### config.mk
export PLATFORM = sky130hd
export DESIGN_NAME = transport_connection_receiver_flat
export DESIGN_NICKNAME = d
export VERILOG_FILES = /design/src/rtl/tcr_pkg.sv /design/src/rtl/tcr_if.sv /design/src/rtl/transport_connection_receiver.sv /design/src/flat_wrapper.sv
export VERILOG_INCLUDE_DIRS = /design/src /design/src/rtl
export SDC_FILE = /design/constraint.sdc
export NUM_CORES = 2
export LEC_CHECK = 0
export BUFFER_PORTS_ARGS = -buffer_cell sky130_fd_sc_hd__buf_2
export CORE_UTILIZATION = 49
export DETAILED_ROUTE_END_ITERATION = 8
export HOLD_SLACK_MARGIN = 0.05
export PLACE_DENSITY = 0.66
export SYNTH_ARGS = -nofsm -noshare
export SYNTH_HDL_FRONTEND = slang
export SYNTH_SLANG_ARGS = --single-unit
export TNS_END_PERCENT = 50
### constraint.sdc
create_clock -name clk -period 11.5 [get_ports clk]
set_input_delay 2.3 -clock clk [delete_from_list [all_inputs] [get_ports clk]]
set_output_delay 2.3 -clock clk [all_outputs]
set_load 0.05 [all_outputs]
### src/rtl/transport_connection_receiver_defines.svh
// Assertion macros shared by the receiver top level.
// No dependencies.
`ifndef TRANSPORT_CONNECTION_RECEIVER_DEFINES_SVH
`define TRANSPORT_CONNECTION_RECEIVER_DEFINES_SVH
`define TCR_ASSERT_IMPLIES(label, a, b) \
	label: assert property (@(posedge clk) disable iff (!arst_n) (a) |-> (b)) \
		else $error("check failed");
`define TCR_ASSERT_NEXT(label, a, b) \
	label: assert property (@(posedge clk) disable iff (!arst_n) (a) |=> (b)) \
		else $error("check failed");
`endif

### src/rtl/tcr_pkg.sv
// Types and codes of the transport connection receiver.
// No dependencies.
package tcr_pkg;
	localparam int NUM_ENTRIES = 8;
	localparam int BUFFER_BYTES = 4096;
	typedef enum logic [2:0] {K_OPEN, K_LISTEN, K_CLOSE, K_RECV, K_SEG, K_TICK} kind_t;
	localparam logic [2:0] ST_OK = 3'd0, ST_FULL = 3'd1, ST_INVALID = 3'd2,
		ST_WRONG = 3'd3, ST_NOTREADY = 3'd4, ST_IGNORED = 3'd5;
	localparam logic [1:0] CS_CLOSED = 2'd0, CS_LISTEN = 2'd1, CS_CONN = 2'd2,
		CS_CWAIT = 2'd3;
	localparam logic [1:0] SEG_SYN = 2'd0, SEG_FIN = 2'd1, SEG_DATA = 2'd2, SEG_OTHER = 2'd3;
	localparam logic [1:0] ACK_SYN = 2'd0, ACK_FIN = 2'd1, ACK_DATA = 2'd2;
	typedef enum logic [2:0] {S_IDLE, S_SCAN, S_EXEC, S_TICK, S_OUT} fsm_t;
	typedef struct packed {
		logic [2:0] kind;
		logic [2:0] sock_id;
		logic [15:0] local_port;
		logic [15:0] peer_port;
		logic [1:0] seg_kind;
		logic [31:0] seq_num;
		logic [12:0] length;
	} req_t;
	typedef struct packed {
		logic [2:0] status;
		logic [2:0] sock_out;
		logic [1:0] conn_state;
		logic ack_valid;
		logic [1:0] ack_type;
		logic [15:0] ack_src_port;
		logic [15:0] ack_dest_port;
		logic [31:0] ack_num;
		logic data_accepted;
		logic [11:0] append_offset;
		logic [12:0] taken_length;
	} rsp_t;
endpackage

### src/rtl/tcr_if.sv
// Valid/ready channel carrying one payload of type T.
// No dependencies; the payload type T is a parameter.
interface tcr_if #(parameter type T = logic) ();
	logic valid;
	logic ready;
	T data;
	modport source (output valid, output data, input ready);
	modport sink (input valid, input data, output ready);
endinterface

### src/rtl/transport_connection_receiver.sv
// Transport connection receiver: connection table with an iterative scanner.
// Depends on tcr_pkg, tcr_if and transport_connection_receiver_defines.svh.
//
// Usage: requests arrive on req (valid/ready, payload tcr_pkg::req_t); one
// response per request leaves on rsp. The user must write register
// close_wait_ticks through cfg_we/cfg_wdata only while idle; the block itself
// does not enforce it. Requests are taken one at a time; ready is low
// while a request is being worked on.
// Scan: open, segment and tick walk the table one entry per cycle with a
// single port compare / timer unit; a SYN segment may make a second pass that
// shares the compare for fallback. Listen, close and recv skip the scan. A new
// request is taken in the cycle after the response is accepted. The response
// is held in an output register; a stalled receiver holds it and the block
// takes no new request until it is taken.
// Reset: all entries invalid and closed, counters zero, close_wait_ticks 1000.
module transport_connection_receiver (
	input logic clk,
	input logic arst_n,
	tcr_if.sink req,
	tcr_if.source rsp,
	input logic cfg_we,
	input logic [15:0] cfg_wdata
);
	import tcr_pkg::*;
	`include "transport_connection_receiver_defines.svh"
	localparam int IW = (NUM_ENTRIES > 1) ? $clog2(NUM_ENTRIES) : 1;
	localparam int CW = $clog2(NUM_ENTRIES + 1);
	localparam int UW = $clog2(BUFFER_BYTES + 1);

	logic [NUM_ENTRIES-1:0] valid_q, known_q;
	logic [1:0] state_q [NUM_ENTRIES];
	logic [15:0] sport_q [NUM_ENTRIES];
	logic [15:0] cport_q [NUM_ENTRIES];
	logic [31:0] eseq_q [NUM_ENTRIES];
	logic [UW-1:0] used_q [NUM_ENTRIES];
	logic [15:0] timer_q [NUM_ENTRIES];
	logic [15:0] cwt_q;

	fsm_t fsm_q, fsm_d;
	req_t r_q;
	rsp_t out_q;
	logic out_v_q;
	logic [CW-1:0] cnt_q;
	logic pass_q;
	logic found_q;
	logic [IW-1:0] hit_q;

	logic [IW-1:0] ci;
	logic cur_hit;
	assign ci = cnt_q[IW-1:0];
	always_comb begin
		cur_hit = 1'b0;
		case (r_q.kind)
			K_OPEN: cur_hit = !valid_q[ci];
			K_SEG: cur_hit = valid_q[ci] && sport_q[ci] == r_q.local_port &&
				(pass_q || (known_q[ci] && cport_q[ci] == r_q.peer_port));
			default: cur_hit = 1'b0;
		endcase
	end

	logic sid_ok;
	logic [IW-1:0] sid;
	assign sid = r_q.sock_id[IW-1:0];
	assign sid_ok = ({{(32-3){1'b0}}, r_q.sock_id} < 32'(NUM_ENTRIES)) && valid_q[sid];

	assign req.ready = (fsm_q == S_IDLE) && !out_v_q;
	assign rsp.valid = out_v_q;
	assign rsp.data = out_q;

	always_comb begin
		fsm_d = fsm_q;
		case (fsm_q)
			S_IDLE: if (req.valid && req.ready) fsm_d = S_SCAN;
			S_SCAN: begin
				if (!(r_q.kind == K_OPEN || r_q.kind == K_SEG || r_q.kind == K_TICK)
					|| (r_q.kind == K_SEG && r_q.seg_kind == SEG_OTHER))
					fsm_d = S_EXEC;
				else if (r_q.kind == K_TICK) fsm_d = S_TICK;
				else if (cur_hit || cnt_q == CW'(NUM_ENTRIES - 1)) begin
					if (!cur_hit && r_q.kind == K_SEG && r_q.seg_kind == SEG_SYN && !pass_q)
						fsm_d = S_SCAN;
					else fsm_d = S_EXEC;
				end
			end
			S_TICK: if (cnt_q == CW'(NUM_ENTRIES - 1)) fsm_d = S_OUT;
			S_EXEC: fsm_d = S_OUT;
			S_OUT: fsm_d = S_IDLE;
			default: fsm_d = S_IDLE;
		endcase
	end

	always_ff @(posedge clk or negedge arst_n) begin
		if (!arst_n) fsm_q <= S_IDLE;
		else fsm_q <= fsm_d;
	end

	always_ff @(posedge clk or negedge arst_n) begin
		if (!arst_n) cwt_q <= 16'd1000;
		else if (cfg_we) cwt_q <= cfg_wdata;
	end

	logic [IW-1:0] e;
	logic [UW:0] freeb;
	assign e = hit_q;
	assign freeb = (UW+1)'(BUFFER_BYTES) - {1'b0, used_q[e]};

	always_ff @(posedge clk or negedge arst_n) begin
		if (!arst_n) begin
			valid_q <= '0;
			known_q <= '0;
			out_v_q <= 1'b0;
			cnt_q <= '0;
			pass_q <= 1'b0;
			found_q <= 1'b0;
			hit_q <= '0;
			r_q <= '0;
			out_q <= '0;
			for (int i = 0; i < NUM_ENTRIES; i++) begin
				state_q[i] <= CS_CLOSED;
				used_q[i] <= '0;
				timer_q[i] <= '0;
			end
		end else begin
			if (rsp.valid && rsp.ready) out_v_q <= 1'b0;
			case (fsm_q)
				S_IDLE: if (req.valid && req.ready) begin
					r_q <= req.data;
					cnt_q <= '0;
					pass_q <= 1'b0;
					found_q <= 1'b0;
					out_q <= '0;
				end
				S_SCAN: if (r_q.kind == K_OPEN ||
					(r_q.kind == K_SEG && r_q.seg_kind != SEG_OTHER)) begin
					if (cur_hit) begin
						found_q <= 1'b1;
						hit_q <= ci;
					end else if (cnt_q == CW'(NUM_ENTRIES - 1)) begin
						cnt_q <= '0;
						pass_q <= 1'b1;
					end else cnt_q <= cnt_q + 1'b1;
				end
				S_TICK: begin
					if (valid_q[ci] && state_q[ci] == CS_CWAIT) begin
						if (timer_q[ci] <= 16'd1) begin
							timer_q[ci] <= '0;
							state_q[ci] <= CS_CLOSED;
							used_q[ci] <= '0;
						end else timer_q[ci] <= timer_q[ci] - 16'd1;
					end
					cnt_q <= cnt_q + 1'b1;
				end
				S_EXEC: begin
					case (r_q.kind)
						K_OPEN: if (!found_q) out_q.status <= ST_FULL;
							else begin
								valid_q[e] <= 1'b1;
								state_q[e] <= CS_CLOSED;
								sport_q[e] <= r_q.local_port;
								known_q[e] <= 1'b0;
								used_q[e] <= '0;
								timer_q[e] <= '0;
							end
						K_LISTEN, K_CLOSE, K_RECV: begin
							hit_q <= sid;
							found_q <= sid_ok;
							if (!sid_ok) out_q.status <= ST_INVALID;
							else if (r_q.kind == K_LISTEN) begin
								state_q[sid] <= CS_LISTEN;
								timer_q[sid] <= '0;
							end else if (r_q.kind == K_CLOSE) begin
								if (state_q[sid] == CS_CLOSED) valid_q[sid] <= 1'b0;
								else out_q.status <= ST_WRONG;
							end else if ({{(UW+1-13){1'b0}}, r_q.length} >
								(UW+1)'(used_q[sid]) || r_q.length > 13'(BUFFER_BYTES))
								out_q.status <= ST_NOTREADY;
							else begin
								used_q[sid] <= used_q[sid] - UW'(r_q.length);
								out_q.taken_length <= r_q.length;
							end
						end
						K_SEG: if (!found_q) out_q.status <= ST_IGNORED;
							else case (r_q.seg_kind)
								SEG_SYN: if (state_q[e] == CS_LISTEN) begin
									cport_q[e] <= r_q.peer_port;
									known_q[e] <= 1'b1;
									state_q[e] <= CS_CONN;
									eseq_q[e] <= r_q.seq_num;
									out_q.ack_valid <= 1'b1;
									out_q.ack_src_port <= sport_q[e];
									out_q.ack_dest_port <= r_q.peer_port;
									out_q.ack_num <= r_q.seq_num;
								end else if (state_q[e] == CS_CONN) begin
									out_q.ack_valid <= 1'b1;
									out_q.ack_src_port <= sport_q[e];
									out_q.ack_dest_port <= cport_q[e];
									out_q.ack_num <= eseq_q[e];
								end else out_q.status <= ST_WRONG;
								SEG_FIN: if (state_q[e] == CS_CONN || state_q[e] == CS_CWAIT) begin
									if (state_q[e] == CS_CONN) begin
										state_q[e] <= CS_CWAIT;
										timer_q[e] <= cwt_q;
									end
									out_q.ack_valid <= 1'b1;
									out_q.ack_type <= ACK_FIN;
									out_q.ack_src_port <= sport_q[e];
									out_q.ack_dest_port <= cport_q[e];
									out_q.ack_num <= eseq_q[e];
								end else out_q.status <= ST_WRONG;
								default: if (state_q[e] != CS_CONN) out_q.status <= ST_WRONG;
									else if ({{(UW+1-13){1'b0}}, r_q.length} > freeb ||
										r_q.length > 13'(BUFFER_BYTES))
										out_q.status <= ST_NOTREADY;
									else begin
										out_q.ack_valid <= 1'b1;
										out_q.ack_type <= ACK_DATA;
										out_q.ack_src_port <= sport_q[e];
										out_q.ack_dest_port <= cport_q[e];
										if (r_q.seq_num == eseq_q[e]) begin
											out_q.data_accepted <= 1'b1;
											out_q.append_offset <= 12'(used_q[e]);
											used_q[e] <= used_q[e] + UW'(r_q.length);
											eseq_q[e] <= eseq_q[e] + 32'(r_q.length);
											out_q.ack_num <= eseq_q[e] + 32'(r_q.length);
										end else out_q.ack_num <= eseq_q[e];
									end
							endcase
						K_TICK: ;
						default: out_q.status <= ST_IGNORED;
					endcase
				end
				S_OUT: begin
					if (found_q) begin
						out_q.sock_out <= 3'(hit_q);
						out_q.conn_state <= state_q[hit_q];
					end else begin
						out_q.sock_out <= '0;
						out_q.conn_state <= '0;
					end
					out_v_q <= 1'b1;
				end
				default: ;
			endcase
		end
	end

	`TCR_ASSERT_IMPLIES(a_ready_idle, req.ready, fsm_q == S_IDLE && !rsp.valid)
	`TCR_ASSERT_NEXT(a_out_sets_valid, fsm_q == S_OUT, rsp.valid)
	`TCR_ASSERT_IMPLIES(a_ack_fields, rsp.valid && !rsp.data.ack_valid,
		rsp.data.ack_num == 32'd0 && rsp.data.ack_type == ACK_SYN)
endmodule

### src/flat_wrapper.sv
// flat-port wrapper written by rule: the top's interface ports become plain ports
module transport_connection_receiver_flat import tcr_pkg::*;
  (clk, arst_n, cfg_we, cfg_wdata, req_valid, req_data, req_ready, rsp_valid, rsp_data, rsp_ready);
  tcr_if #(.T(req_t)) req_i ();
  tcr_if #(.T(rsp_t)) rsp_i ();
  input logic clk;
  input logic arst_n;
  input logic cfg_we;
  input logic [15:0] cfg_wdata;
  input wire logic [$bits(req_i.valid)-1:0] req_valid;
  input wire logic [$bits(req_i.data)-1:0] req_data;
  output wire logic [$bits(req_i.ready)-1:0] req_ready;
  output wire logic [$bits(rsp_i.valid)-1:0] rsp_valid;
  output wire logic [$bits(rsp_i.data)-1:0] rsp_data;
  input wire logic [$bits(rsp_i.ready)-1:0] rsp_ready;
  assign req_i.valid = req_valid;
  assign req_i.data = req_data;
  assign req_ready = req_i.ready;
  assign rsp_valid = rsp_i.valid;
  assign rsp_data = rsp_i.data;
  assign rsp_i.ready = rsp_ready;
  transport_connection_receiver u_core (.clk(clk), .arst_n(arst_n), .req(req_i), .rsp(rsp_i), .cfg_we(cfg_we), .cfg_wdata(cfg_wdata));
endmodule
; ---- After elaboration in Yosys (flattened, before gate mapping)
; Memories as Yosys holds them, arrays and structs flattened.
; Cells that the tools add are included.
[totals]
out_inout_bits = 103
inputBits = 106
mem_count = 3
register_bits = 479
ram_bits = 512
word_cells = 441
[classes]
n_mux = 184
magnitude_cmp = 15
n_eq_ne = 84
n_addsub = 6
bitwise_logic = 31
n_reduce_logical = 67
[memory_table]
columns = name, depth, word_bits, read_ports, rd_clocked_by_memory_dff, write_ports, line
row1 = u_core.eseq_q, 8, 32, 1, 0, 1, transport_connection_receiver.sv:34  ; logic [31:0] eseq_q [NUM_ENTRIES];
row2 = u_core.cport_q, 8, 16, 2, 0, 1, transport_connection_receiver.sv:33  ; logic [15:0] cport_q [NUM_ENTRIES];
row3 = u_core.sport_q, 8, 16, 2, 0, 1, transport_connection_receiver.sv:32  ; logic [15:0] sport_q [NUM_ENTRIES];
[op_table]
columns = operator, n
row1 = two-way mux 104 bit, 12
row2 = two-way mux 128 bit, 9
row3 = AND 128 bit, 3
row4 = NOT 128 bit, 3
row5 = case mux 128 bit (3 select lines), 1
row6 = two-way mux 80 bit, 4
row7 = case mux 104 bit (3 select lines), 1
row8 = bitwise mux 128 bit, 2
row9 = case mux 128 bit (2 select lines), 1
row10 = two-way mux 16 bit, 14
row11 = AND 104 bit, 2
row12 = bitwise mux 104 bit, 2
row13 = NOT 104 bit, 2
row14 = case mux 104 bit (2 select lines), 1
row15 = case mux 93 bit (2 select lines), 1
row16 = two-way mux 13 bit, 14
row17 = demux 16 bit (select 3 bit), 3
row18 = two-way mux 64 bit, 2
row19 = case mux 64 bit (2 select lines), 1
row20 = demux 13 bit (select 3 bit), 3
row21 = two-way mux 101 bit, 1
row22 = binary-select mux 13 bit (select 3 bit), 2
row23 = two-way mux 8 bit, 9
row24 = two-way mux 67 bit, 1
row25 = other kinds (81), 293

; ---- Logic depth before layout (Yosys ltp)
[logic_depth]
depth_word = 16
depth_mapped = 24
ltp_nobuf = 19

; ---- Least setup slack after synthesis
; Ideal clock, no wire load.
[synth_timing]
path_kind = register to register
startpoint = register u_core.hit_q[1], in the netlist u_core.e[1]
endpoint = memory u_core.eseq_q[0][0] (enable)
path_slack_ns = 5.593
period_less_slack_ns = 5.907
required_ns = 11.079
t_arrival_ns = 5.486
setup_time_ns = 0.421
n_path_buf = 2
stages_incl_launch_ff = 20
cell_sequence = dfrtp_1 buf_4 buf_2 mux4_2 mux2i_1 nand3_1 or2_2 or3_1 xnor2_1 ha_1 and2_1 a221oi_1 nor2b_1 o21ai_0 a31oi_1 nand2_1 nand2b_1 nor2_1 o2111ai_1 nor2_1
[synth_between]
elab_chain_cells = 16
elab_cells_between_ends = 31
cone_classes = add/sub (1) / order compare (1) / eq/ne (3) / mux (20) / bitwise (2) / reduce/logical (3) / memory (1)
[synth_rtl]
columns = element, line
row1 = start: declaration, transport_connection_receiver.sv:46  ; logic [IW-1:0] hit_q;
row2 = start signal: assignment, transport_connection_receiver.sv:137  ; hit_q <= ci;
row3 = start signal: assignment, transport_connection_receiver.sv:165  ; hit_q <= sid;
row4 = NOT 3 -> 4 bit (not written as such), "transport_connection_receiver.sv:105, transport_connection_receiver.sv:184, transport_connection_receiver.sv:210"
row5 = binary-select mux 13 bit (select 3 bit), transport_connection_receiver.sv:105  ; assign freeb = (UW+1)'(BUFFER_BYTES) - {1'b0, used_q[e]};
row6 = two-way mux 13 bit (not written as such) (2 in a row), transport_connection_receiver.sv:105
row7 = subtractor 13 x 13 -> 14 bit, transport_connection_receiver.sv:105
row8 = > comparator 13 x 14 -> 1 bit, transport_connection_receiver.sv:211  ; else if ({{(UW+1-13){1'b0}}, r_q.length} > freeb ||
row9 = logical OR 1 bit, transport_connection_receiver.sv:211
row10 = two-way mux 1 bit, transport_connection_receiver.sv:211
row11 = two-way mux 1 bit, transport_connection_receiver.sv:210  ; default: if (state_q[e] != CS_CONN) out_q.status <= ST_WRONG;
row12 = two-way mux 1 bit, transport_connection_receiver.sv:183  ; else case (r_q.seg_kind)
row13 = two-way mux 1 bit, transport_connection_receiver.sv:182  ; K_SEG: if (!found_q) out_q.status <= ST_IGNORED;
row14 = two-way mux 1 bit, transport_connection_receiver.sv:154  ; case (r_q.kind)
row15 = two-way mux 1 bit, transport_connection_receiver.sv:125  ; case (fsm_q)
row16 = logical AND 1 bit (not written as such), transport_connection_receiver.sv:223  ; eseq_q[e] <= eseq_q[e] + 32'(r_q.length);
row17 = two-way mux 1 bit (not written as such), transport_connection_receiver.sv:223
row18 = OR 1 bit (no source line), -
row19 = end: declaration, transport_connection_receiver.sv:34
; Several ways; a longest one is shown, not always the timed one. The select of a mux whose other input is x is not followed.

; ---- Final worst setup path
[layout_timing]
startpoint = register u_core.hit_q[1], in the netlist u_core.e[1]
endpoint = register u_core.used_q[25] in the netlist's numbering
[layout_between]
elab_chain_cells = 13
elab_cells_between_ends = 34
cone_classes = add/sub (2) / order compare (3) / eq/ne (5) / mux (17) / bitwise (3) / reduce/logical (3) / memory (1)
[layout_rtl]
columns = element, line
row1 = "parallel branches: the longest is 13 deep, another holds subtractor 13 x 13 -> 14 bit", -
row2 = end signal: indexed assignment, transport_connection_receiver.sv:178  ; used_q[sid] <= used_q[sid] - UW'(r_q.length);
row3 = end signal: indexed assignment, transport_connection_receiver.sv:222  ; used_q[e] <= used_q[e] + UW'(r_q.length);
row4 = end: declaration, transport_connection_receiver.sv:35  ; logic [UW-1:0] used_q [NUM_ENTRIES];
; Several ways; the timed one is not identified. The select of a mux whose other input is x is not followed.
; A chain may end at the register's enable or synchronous reset.

==> metrics.txt <==
final hold viol count 0; number of global-route vias before repair 40963; Setup Viol. Count Final 0; Crit Path Category flip-flop to flip-flop; CP bufs+invs 4; post-placement cell area 0.0536 mm^2; min cycle time layout 7560 ps; routability cong. 0.954; Clock Skew 57.5 ps; asr flop ratio synth 48.3%; Layout area overhead 11.4%; CTS tree done; CTS sink count 991; crit path DAT 8190 ps; Sum Neg Setup Slack 0 ps; met2 WL 83200 um; Routed Antenna Nets 0; RR Startpoint u_core.e[1]; Post-synth EDFFs 512; Reg clk slew, reported paths 60 ps; Synth Flop Type edfxtp_1; Core Rows 118; DRT Pass-1 Iters 9; met3 wire length 25700 um; Synth cell types 103; Power Dens Cells 309 mW/mm^2; Synth top area share 29.9%; Seq cells post-synth 991; Clk Latency, worst-skew pair 740 ps; first-pass GRT wire length 277000 um; Util after Layout 55.2%; unrepaired setup endpoints after global routing no; syn_nets 4657; # DRC 25; Layout Nets 4734; most used cell, CP buf_4; core outline area 0.104 mm^2; highest routed layer met5; die height 326 um; Final Slew Violations 0; Post-Synthesis Cell Area 0.0514 mm^2; Synth Instances 4493; Worst setup SP type flip-flop; H-tree levels 3; wire per inst 31.5 um; DP Wirelength 120000 um; I/O Pins 209; CTS-repair resized insts 0; P_leak 22.0 nW; CTS Hold Bufs 0; die area 0.106 mm^2; Area contributors post-synth edfxtp_1, dfrtp_1, nand2_1, o21ai_0, mux2_2; post-CTS setup buffer count 0; GRT Overall Usage 35.1%; status finished, violations left; Seq/Total Area, Yosys 53.2%; maximum root-to-sink buffer count 3; routed wire length 190000 um; fin crit share 65.8%; critical path's slowest cell dfrtp_4; Initial Util 49.5%; die width 326 um; DRT met1 WL 71600 um; crit path max fanout 75; crit-path cells buf_12 > clkinv_1 > buf_4 > a221o_1 > a22oi_1 > nand4b_1 > nor3_1 > nand3_1 > xnor2_1 > ha_1 > and3_1 > o311ai_0 > a31oi_1 > nand2_1 > nor4b_1 > a21oi_4 > buf_4 > o21a_1 > a22o_1; Hold Path Class flip-flop to flip-flop; Max Freq 132 MHz; Via density 7.10; initial antenna violation count 8; warnings from Yosys 0; Critical Path Sink Type flip-flop; CP peak stage delay 900 ps; syn avg cell area 11.4 um^2; final instance area 0.0573 mm^2; 1st-iter DRT viols 7641; VDD IR max 0.000469 V; CP Launch Point u_core.e[1]; Worst Tran Pin Value 1320 ps; largest net degree at the start of global routing 151; layout cells sized above 1 17.9%; total grt overflow 0; critical path required time 12120 ps; Final Power 17.7 mW; Slew Limit Headroom 11.4%; Inserted Clock Buffers 106; Port Buf Inserts 208; kind of cell adding the most delay to the critical path compound AO/OA/AOI/OAI gates; hold_sp u_core.rsp.data[5]; Yosys top cell by area edfxtp_1; via count 42956; clock root buffer clkbuf_16; Max-Cap Viols 0; failing checks design-rule violations
[power by group]
part           total (mW)  internal, mW  switching (mW)  leakage, nW
registers            5.39          4.47           0.924         11.1
logic                8.63          2.70            5.93         9.07
clock network        3.66          2.15            1.51         1.82
[metal layers]
metal | global-route usage [%] | up-vias
met3 | 9.75 | 660
met2 | 51.8 | 3373
met5 | 0 | -
met4 | 17.6 | 6
li1 | - | 17686
met1 | 47.5 | 21231
[final timing paths]
| path | end | slack, ps | cells after the start |
|---|---|---|---|
| hold reg to reg | u_core.rsp.data[5] | 470 | 2 |
| max in group asynchronous | u_core.r_q[55] | 7310 | 4 |
| hold / removal | u_core.rsp.data[5] | 470 | 2 |
| setup / recovery | u_core.used_q[25] | 3940 | 19 |
| min in group asynchronous | u_core.rsp.data[1] | 1570 | 1 |
| setup reg to reg | u_core.used_q[25] | 3940 | 19 |
[cells in the mapped netlist (67+ instances only)]
cell type,n
mux4_2,74
edfxtp_1,512
dfrtp_1,473
mux2i_1,117
nor2_1,198
a22oi_1,132
nand2_1,579
a222oi_1,164
nand3_1,94
o22ai_1,68
o21ai_0,367
buf_2,67
a22o_1,81
clkbuf_1,194
a21oi_1,116
xnor2_1,97
mux2_2,156
a221oi_1,121
[layout by cell type, fill, tap and decap left out, types with 53 or more instances in the layout]
cell / synthesis / layout
nor2_1: 198 / 176
inv_1: 53 / 53
nand3_1: 94 / 94
and3_1: 54 / 53
mux4_2: 74 / 74
buf_2: 67 / 207
a222oi_1: 164 / 164
ha_1: 55 / 55
o21ai_0: 367 / 364
a221oi_1: 121 / 121
edfxtp_1: 512 / 512
buf_4: 17 / 117
xnor2_1: 97 / 97
a21oi_1: 116 / 113
mux2_2: 156 / 156
clkbuf_16: 0 / 109
nand2_1: 579 / 576
dfrtp_1: 473 / 465
a22o_1: 81 / 81
a22oi_1: 132 / 132
mux2i_1: 117 / 117
o22ai_1: 68 / 68
[registers in the layout, indices dropped and copies added, names as in the netlist, named ones only]
signal,cells
u_core.cport_q,128
u_core.rsp.valid,1
u_core.pass_q,1
u_core.state_q,16
u_core.rsp.data,101
u_core.found_q,1
u_core.valid_q,8
u_core.cnt_q,4
u_core.e,3
u_core.sid,3
u_core.r_q,82
u_core.timer_q,128
u_core.cwt_q,16
u_core.used_q,104
u_core.fsm_q,3
u_core.eseq_q,256
u_core.sport_q,128
[worst reg2reg max path: stages, from the launching register on]
cell and delay, ps:
dfrtp_4 900, buf_12 490, clkinv_1 310, buf_4 330
a221o_1 340, a22oi_1 550, nand4b_1 270, nor3_1 360
nand3_1 140, xnor2_1 150, ha_1 290, and3_1 190
o311ai_0 140, a31oi_1 440, nand2_1 130, nor4b_1 220
a21oi_4 840, buf_4 760, o21a_1 400, a22o_1 190
[logic make-up (layout without fill, tap and decap cells)]
kind of cell	Yosys count	count (layout)	share of synthesized area [%]
compound gates	1372	1372	19.3
simple gates	1153	1153	10.1
flops	991	991	53.2
buf+inv	416	587	4.03
mux	356	356	9.32
xor+xnor	147	147	2.50
fa+ha+maj	58	58	1.46
other cells	0	3	0
[area by class of cell]
type	count	area, um^2
Sequential cell	991	27400
Clock inverter	63	772
Multi-Input combinational cell	3086	22200
Timing Repair Buffer	329	2010
Fill cell	8712	46500
Antenna cell	3	7.51
Clock buffer	139	2940
Inverter	56	210
Tap cell	1380	1730
[metrics by stage]
step | instances | setup slack (ps) | hold WS (ps)
3_5_place_dp | 5842 | 4330 | 461
4_1_cts | 6044 | 4240 | 475
6_report | 6047 | 3940 | 470
3_3_place_gp | 5842 | 4310 | 456
2_1_floorplan | 4493 | 5590 | 441
5_1_grt | 6044 | 3640 | 501
Note: power is estimated with default switching activity, not from simulation.
